<file path="config.mk">
export PLATFORM = sky130hd
export DESIGN_NAME = framed_record_stream_validator
export DESIGN_NICKNAME = d
export VERILOG_FILES = /design/src/frsv_pkg.sv /design/src/framed_record_stream_validator.sv
export SDC_FILE = /design/constraint.sdc
export NUM_CORES = 1
export LEC_CHECK = 0
export ABC_AREA = 1
export BUFFER_PORTS_ARGS = -buffer_cell sky130_fd_sc_hd__buf_2
export CORE_MARGIN = 4
export CORE_UTILIZATION = 45
export DETAILED_ROUTE_END_ITERATION = 12
export PLACE_DENSITY = 0.64
export SLEW_MARGIN = 20
export SYNTH_ARGS = -nofsm -noshare
export SYNTH_HDL_FRONTEND = slang
export SYNTH_SLANG_ARGS = --single-unit
</file>
<file path="constraint.sdc">
create_clock -name clock -period 5.24 [get_ports clock]
set_input_delay 1.048 -clock clock [delete_from_list [all_inputs] [get_ports clock]]
set_output_delay 1.048 -clock clock [all_outputs]
set_load 0.01 [all_outputs]
</file>
<file path="src/frsv_pkg.sv">
`timescale 1ns / 1ps
// ----------------------------------------------------------------------------
// Framed record stream validator package
// Types, codes and reset values shared by the validator files.
// ----------------------------------------------------------------------------
package frsv_pkg;

   localparam int NUM_FIELDS_DEFAULT = 5;

   localparam logic [31:0] MAGIC_RESET       = 32'h464F_5131;
   localparam logic [15:0] VERSION_RESET     = 16'd1;
   localparam logic [15:0] MAX_FIELD_RESET   = 16'd4096;
   localparam logic [15:0] MAX_PAYLOAD_RESET = 16'(32 * 1024);
   localparam logic [16:0] MIN_PAYLOAD       = 17'd6;
   localparam logic [16:0] COUNT_MAX         = 17'h1_FFFF;

   typedef enum logic [1:0] {
      CSR_MAGIC_WORD        = 2'd0,
      CSR_EXPECTED_VERSION  = 2'd1,
      CSR_MAX_FIELD_BYTES   = 2'd2,
      CSR_MAX_PAYLOAD_BYTES = 2'd3
   } csr_index_type;

   typedef enum logic [2:0] {
      ST_OK       = 3'd0,
      ST_SIZE     = 3'd1,
      ST_HEADER   = 3'd2,
      ST_QUANTITY = 3'd3,
      ST_CONTENT  = 3'd4
   } status_type;

   typedef enum logic [2:0] {
      PH_MAGIC = 3'd0,
      PH_VER   = 3'd1,
      PH_FLEN  = 3'd2,
      PH_FDATA = 3'd3,
      PH_QTY   = 3'd4,
      PH_TRAIL = 3'd5,
      PH_DEAD  = 3'd6
   } phase_type;

   typedef struct packed {
      logic [7:0] data_byte;
      logic       last_byte;
   } req_type;

   typedef struct packed {
      logic [7:0]  content_byte;
      logic        content_valid;
      logic [2:0]  field_number;
      logic        message_done;
      logic [2:0]  status;
      logic [15:0] version_out;
      logic [31:0] quantity_out;
   } rsp_type;

endpackage

</file>
<file path="src/framed_record_stream_validator.sv">
`timescale 1ns / 1ps
// ----------------------------------------------------------------------------
// Framed record stream validator
// Parses a framed payload one byte at a time, passes field content through
// and reports a status on the final byte.
// ----------------------------------------------------------------------------
// One byte is accepted per clock cycle while the result side does not stall,
// and each byte produces exactly one result. A byte is held in the input
// register, and the parse step between that register and the result
// register updates the parse state as it moves the byte's result into the
// result register, from which it is presented on the result port.
// The result register frees itself in the cycle it is taken, so
// back-pressure on the result side stalls the input only when both stages
// are full. Registers may be written only while no transaction is in flight.
module framed_record_stream_validator #(
   parameter int NUM_FIELDS = frsv_pkg::NUM_FIELDS_DEFAULT
) (
   input  logic             clock,
   input  logic             reset,
   input  logic             req_valid,
   output logic             req_ready,
   input  frsv_pkg::req_type req_data,
   output logic             rsp_valid,
   input  logic             rsp_ready,
   output frsv_pkg::rsp_type rsp_data,
   input  logic             csr_write_en,
   input  logic [1:0]       csr_index,
   input  logic [31:0]      csr_wdata
);
   import frsv_pkg::*;

   localparam logic [3:0] FIELD_LIMIT = 4'(NUM_FIELDS);

   logic        in_valid_ff;
   logic        in_valid_in;
   req_type     in_ff;
   logic        rsp_valid_ff;
   logic        rsp_valid_in;
   rsp_type     rsp_ff;
   rsp_type     rsp_in;

   logic [31:0] magic_ff;
   logic [15:0] version_cfg_ff;
   logic [15:0] max_field_ff;
   logic [15:0] max_payload_ff;

   phase_type   phase_ff, phase_in;
   logic [1:0]  count_ff, count_in;
   logic [2:0]  field_ff, field_in;
   logic [15:0] left_ff, left_in;
   logic [31:0] assembly_ff, assembly_in;
   logic [15:0] held_version_ff, held_version_in;
   logic [16:0] total_ff, total_in;
   status_type  error_ff, error_in;
   logic        empty_ff, empty_in;

   logic        rsp_free;
   logic        req_fire;
   logic        stage_fire;
   logic [31:0] shift_next;
   logic        field_last;
   logic [15:0] left_dec;
   phase_type   field_end_phase;

   assign rsp_free   = !rsp_valid_ff || rsp_ready;
   assign req_ready  = !in_valid_ff || rsp_free;
   assign req_fire   = req_valid && req_ready;
   assign stage_fire = in_valid_ff && rsp_free;
   assign rsp_valid  = rsp_valid_ff;
   assign rsp_data   = rsp_ff;

   assign in_valid_in  = req_fire ? 1'b1 : (stage_fire ? 1'b0 : in_valid_ff);
   assign rsp_valid_in = stage_fire ? 1'b1 : (rsp_ready ? 1'b0 : rsp_valid_ff);

   assign shift_next      = {assembly_ff[23:0], in_ff.data_byte};
   assign field_last      = ({1'b0, field_ff} + 4'd1) >= FIELD_LIMIT;
   assign field_end_phase = field_last ? PH_QTY : PH_FLEN;
   assign left_dec        = (left_ff != 16'd0) ? left_ff - 16'd1 : left_ff;

   always_ff @(posedge clock) begin
      if (reset) begin
         in_valid_ff     <= 1'b0;
         rsp_valid_ff    <= 1'b0;
         magic_ff        <= MAGIC_RESET;
         version_cfg_ff  <= VERSION_RESET;
         max_field_ff    <= MAX_FIELD_RESET;
         max_payload_ff  <= MAX_PAYLOAD_RESET;
         phase_ff        <= PH_MAGIC;
         count_ff        <= '0;
         field_ff        <= '0;
         left_ff         <= '0;
         assembly_ff     <= '0;
         held_version_ff <= '0;
         total_ff        <= '0;
         error_ff        <= ST_OK;
         empty_ff        <= 1'b0;
      end else begin
         in_valid_ff     <= in_valid_in;
         rsp_valid_ff    <= rsp_valid_in;
         phase_ff        <= phase_in;
         count_ff        <= count_in;
         field_ff        <= field_in;
         left_ff         <= left_in;
         assembly_ff     <= assembly_in;
         held_version_ff <= held_version_in;
         total_ff        <= total_in;
         error_ff        <= error_in;
         empty_ff        <= empty_in;
         if (csr_write_en) begin
            case (csr_index_type'(csr_index))
               CSR_MAGIC_WORD:        magic_ff       <= csr_wdata;
               CSR_EXPECTED_VERSION:  version_cfg_ff <= csr_wdata[15:0];
               CSR_MAX_FIELD_BYTES:   max_field_ff   <= csr_wdata[15:0];
               CSR_MAX_PAYLOAD_BYTES: max_payload_ff <= csr_wdata[15:0];
               default: ;
            endcase
         end
      end
   end

   always_ff @(posedge clock) begin
      if (req_fire) begin
         in_ff <= req_data;
      end
      if (stage_fire) begin
         rsp_ff <= rsp_in;
      end
   end

   always_comb begin
      phase_in        = phase_ff;
      count_in        = count_ff;
      field_in        = field_ff;
      left_in         = left_ff;
      assembly_in     = assembly_ff;
      held_version_in = held_version_ff;
      total_in        = total_ff;
      error_in        = error_ff;
      empty_in        = empty_ff;
      rsp_in          = '0;
      if (stage_fire) begin
         if (total_ff != COUNT_MAX) begin
            total_in = total_ff + 17'd1;
         end
         case (phase_ff)
            PH_MAGIC: begin
               assembly_in = shift_next;
               if (count_ff == 2'd3) begin
                  count_in = 2'd0;
                  if (shift_next != magic_ff) begin
                     error_in = ST_HEADER;
                     phase_in = PH_DEAD;
                  end else begin
                     assembly_in = '0;
                     phase_in    = PH_VER;
                  end
               end else begin
                  count_in = count_ff + 2'd1;
               end
            end
            PH_VER: begin
               assembly_in = shift_next;
               if (count_ff != 2'd0) begin
                  count_in        = 2'd0;
                  held_version_in = shift_next[15:0];
                  assembly_in     = '0;
                  phase_in        = PH_FLEN;
               end else begin
                  count_in = count_ff + 2'd1;
               end
            end
            PH_FLEN: begin
               assembly_in = shift_next;
               if (count_ff == 2'd3) begin
                  count_in    = 2'd0;
                  assembly_in = '0;
                  if (shift_next > {16'd0, max_field_ff}) begin
                     error_in = ST_HEADER;
                     phase_in = PH_DEAD;
                  end else if (shift_next == 32'd0) begin
                     empty_in = 1'b1;
                     phase_in = field_end_phase;
                     if (!field_last) begin
                        field_in = field_ff + 3'd1;
                     end
                  end else begin
                     left_in  = shift_next[15:0];
                     phase_in = PH_FDATA;
                  end
               end else begin
                  count_in = count_ff + 2'd1;
               end
            end
            PH_FDATA: begin
               rsp_in.content_byte  = in_ff.data_byte;
               rsp_in.content_valid = 1'b1;
               rsp_in.field_number  = field_ff;
               left_in              = left_dec;
               if (left_dec == 16'd0) begin
                  phase_in = field_end_phase;
                  if (!field_last) begin
                     field_in = field_ff + 3'd1;
                  end
               end
            end
            PH_QTY: begin
               assembly_in = shift_next;
               if (count_ff == 2'd3) begin
                  count_in = 2'd0;
                  phase_in = PH_TRAIL;
               end else begin
                  count_in = count_ff + 2'd1;
               end
            end
            PH_TRAIL: begin
               if (error_ff == ST_OK) begin
                  error_in = ST_QUANTITY;
               end
            end
            default: ;
         endcase

         if (in_ff.last_byte) begin
            rsp_in.message_done = 1'b1;
            rsp_in.version_out  = held_version_in;
            if (phase_in == PH_TRAIL) begin
               rsp_in.quantity_out = assembly_in;
            end
            if (total_in < MIN_PAYLOAD || total_in > {1'b0, max_payload_ff}) begin
               rsp_in.status = ST_SIZE;
            end else if (error_in != ST_OK) begin
               rsp_in.status = error_in;
            end else if (phase_in == PH_QTY) begin
               rsp_in.status = ST_QUANTITY;
            end else if (phase_in != PH_TRAIL) begin
               rsp_in.status = ST_HEADER;
            end else if (held_version_in != version_cfg_ff || empty_in ||
                         assembly_in == 32'd0 || assembly_in[31]) begin
               rsp_in.status = ST_CONTENT;
            end else begin
               rsp_in.status = ST_OK;
            end
            phase_in        = PH_MAGIC;
            count_in        = '0;
            field_in        = '0;
            left_in         = '0;
            assembly_in     = '0;
            held_version_in = '0;
            total_in        = '0;
            error_in        = ST_OK;
            empty_in        = 1'b0;
         end
      end
   end

   // A final byte always leaves the parser ready for a fresh payload.
   assert property (@(posedge clock) disable iff (reset)
      (stage_fire && in_ff.last_byte) |=> (phase_ff == PH_MAGIC && total_ff == 17'd0))
      else $error("parse state not cleared after final byte");

   assert property (@(posedge clock) disable iff (reset)
      (rsp_valid_ff && !rsp_ff.message_done) |->
      (rsp_ff.status == ST_OK && rsp_ff.version_out == 16'd0 && rsp_ff.quantity_out == 32'd0))
      else $error("summary fields set on a result that is not final");

   assert property (@(posedge clock) disable iff (reset)
      (rsp_valid_ff && !rsp_ff.content_valid) |->
      (rsp_ff.content_byte == 8'd0 && rsp_ff.field_number == 3'd0))
      else $error("content fields set without content");

   assert property (@(posedge clock) disable iff (reset)
      ({1'b0, field_ff} < FIELD_LIMIT))
      else $error("field number beyond the configured field count");

   assert property (@(posedge clock) disable iff (reset)
      (phase_ff == PH_FDATA) |-> (left_ff != 16'd0))
      else $error("content phase entered with no bytes left");

endmodule
</file>
==> metrics <==
clk_skew 0.0152 ns; antenna violations before repair 0; Area growth syn-to-layout 13.8%; first drt pass iteration count 5; #FFs+latches synth 248; Post-Syn Area 12700 µm²; I/O pin count 114; post-layout util 51.9%; critical path class flip-flop to flip-flop; setup bufs post-CTS 0; Async S/R FF share, synth 0%; total power 4520 µW; # fillers 2761; register area share after synthesis 45.0%; Max Buffers Root-to-Sink 3; Syn. warnings 0; achievable frequency 256 MHz; Slew HR 26.8%; Placed Area 13500 µm²; Root Buffer clkbuf_16; CTS buffer count 27; number of inserted diodes 0; Tcrit/Tclk final 74.4%; CTS sink cnt 248; LEAKAGE 0.00589 µW; ys flop type dfxtp_1; post-synth top area share 27.7%; crit path max fanout 4; H-tree depth 1; largest net degree at the start of global routing 86; die height 176 µm; maxcap violations 0; Logic pwr share 9.7%; area leader, netlist dfxtp_1; outcome finished, final reports clean; # setup viols final 0; Clock Pin Slew Worst Setup and Hold Paths 0.06 ns; final count of hold timing violations 0; Pwr per Cell Area 314 nW/µm²; die footprint 30900 µm²; Final ANT Viol Nets 0; Post-Syn Nets 1721; Clock Power Share 44.3%; residual DRC count 0; first-pass GRT wire length 56.7 mm; Initial Util 45.6%; GRT Util Overall 22.5%; ranking of synthesized cells by area dfxtp_1 (28%), edfxtp_1 (17%), nand2_1 (8.5%); post-route cell area 14400 µm²; core area 27800 µm²; Row Count 61; total congestion overflow 0; Post-DP HPWL 25.2 mm; sequential share of power 46.0%; CTS resizes 0; Critical Path AT 4.14 ns; Req. time, crit path 5.48 ns; Switching Share 24.4%; Int Power 3420 µW; Port Buffers 113; clk_lat worst skew 0.54 ns; vias in the first global route 10700; fraction of layout cells with a size suffix above 1 14.5%; Slew @ Worst Pin 1.10 ns; CTS tree yes; Final Max Slew Viols 0; RSZ-0062 raised after global routing false; crit path time final 3.90 ns; synthesized area per cell 7.75 µm²; worst vdd ir 215 µV; drt total wl 35.6 mm; hold crit path type flip-flop to flip-flop; Post-Route Setup TNS 0 ns; hold_buf cts 0; Switch Pwr 1110 µW; gpl congestion 0.912; number of synthesized flops with an enable pin 73; post-synth cell types 50; number of DRC markers in iteration 0 862; Final nets 1798; startpoint types flip-flop; Die W 176 µm; WL/cell 16.9 µm; Via density 5.31; Post-Synthesis Cells 1634; Crit. End Element flip-flop; via count 11200
layout by cell type, fill, tap and decap left out, types with 2 or more instances in the layout:
master     count
a211oi_1       9
a21boi_0       3
a21boi_1       6
a21oi_1      154
a2bb2oi_1     31
and2_1         2
buf_2        113
buf_4         12
bufinv_16      3
clkbuf_1       8
clkbuf_16     31
clkinv_1       3
clkinv_2       3
dfxtp_1      175
edfxtp_1      73
ha_1          39
inv_1        130
inv_2         14
nand2_1      286
nand2_2        3
nand2_4        2
nand3_1       50
nand3_2        3
nand3b_1       3
nand4_1       25
nor2_1       256
nor2_2        37
nor2_4         6
nor3_1        12
nor4_1         9
o2111ai_1      2
o211ai_1       5
o21ai_0      125
o21bai_1       3
o41ai_1        2
or2_2         17
xnor2_1       42
xor2_1        19
final cells by class:
type	count	area (µm²)	area share, %
sequential	248	5700	39.5
inverter	145	544	3.78
multi-input combinational	1164	6100	42.3
tap	378	473	3.28
clock inverter	10	129	0.894
timing repair buffer	125	656	4.55
clock buffer	40	820	5.69
power by group through the flow:
stage	Combinational [µW]	Sequential (µW)	Clock [µW]
after CTS	437	2080	2040
after floorplan	295	2120	0
after global placement	429	2120	0
after global routing	491	2090	2120
after detailed placement	435	2120	0
final	438	2080	2000
per-layer routing:
layer,global-route usage (%),share of wire [%]
met1,32.8,47
met2,34.9,44
met4,6.43,2.5
met3,3.47,7.4
met5,0,0
flip-flops by register name, summed over array words and instances (netlist names):
signal	count
empty_ff	1
count_ff	2
total_ff	17
rsp_data	64
left_ff	16
rsp_valid	1
field_ff	3
max_payload_ff	16
held_version_ff	16
in_valid_ff	1
max_field_ff	16
version_cfg_ff	16
phase_ff	3
error_ff	3
in_ff	9
magic_ff	32
assembly_ff	32
per-stage QoR:
step | cells | setup slack [ns] | hold slack [ns]
floorplan | 1634 | 1.53 | 0.426
global placement | 2060 | 1.65 | 0.436
detailed placement | 2060 | 1.47 | 0.448
CTS | 2110 | 1.44 | 0.456
global route | 2110 | 1.06 | 0.472
finish | 2110 | 1.34 | 0.460
worst max-delay path, stage by stage (launching register included):
cell and delay (ns):
dfxtp_1 0.38, ha_1 0.18, nand2_1 0.07, inv_1 0.08, nand3_1 0.12, nor2_1 0.19
nand3_1 0.13, nor2_1 0.17, nand3_1 0.12, nand2_1 0.08, nor2_1 0.05, nand2_1 0.07
xnor2_1 0.11, ha_1 0.33, nand4_1 0.09, or2_2 0.30, o41ai_1 0.81, nand2_1 0.11
nor2_1 0.14, a21oi_1 0.08
logic make-up (layout without fill, tap and decap cells):
family | after synthesis | count (layout) | share of synthesized area, %
mux | 1 | 1 | 0.0790
flops | 248 | 248 | 45.0
xor+xnor | 61 | 61 | 4.22
buf+inv | 222 | 320 | 6.97
fa+ha+maj | 39 | 39 | 3.85
compound gates | 350 | 350 | 15.6
simple gates | 713 | 713 | 24.3
synth_stat cells (all sizes together) (2+ instances only):
cell type	count
edfxtp	73
o41ai	2
a211oi	9
clkbuf	59
buf	18
inv	143
o21ai	127
and2	2
nor3	12
a21oi	155
xnor2	42
o21bai	3
nand2	291
a21boi	9
nor2	299
nand4	25
ha	39
o2111ai	2
dfxtp	175
xor2	19
o211ai	5
nand3b	3
or2	17
clkinv	2
a2bb2oi	31
nor4	9
nand3	53
final timing paths:
path                                  start      endpoint  slack (ns)  cells after the start
worst min-delay path            error_ff[2]   error_ff[2]        0.46                      2
worst min register to register  error_ff[2]   error_ff[2]        0.46                      2
worst max-delay path            total_ff[1]  rsp_data[48]        1.34                     19
worst max register to register  total_ff[1]  rsp_data[48]        1.34                     19
Power figures use the tool's default switching activity.
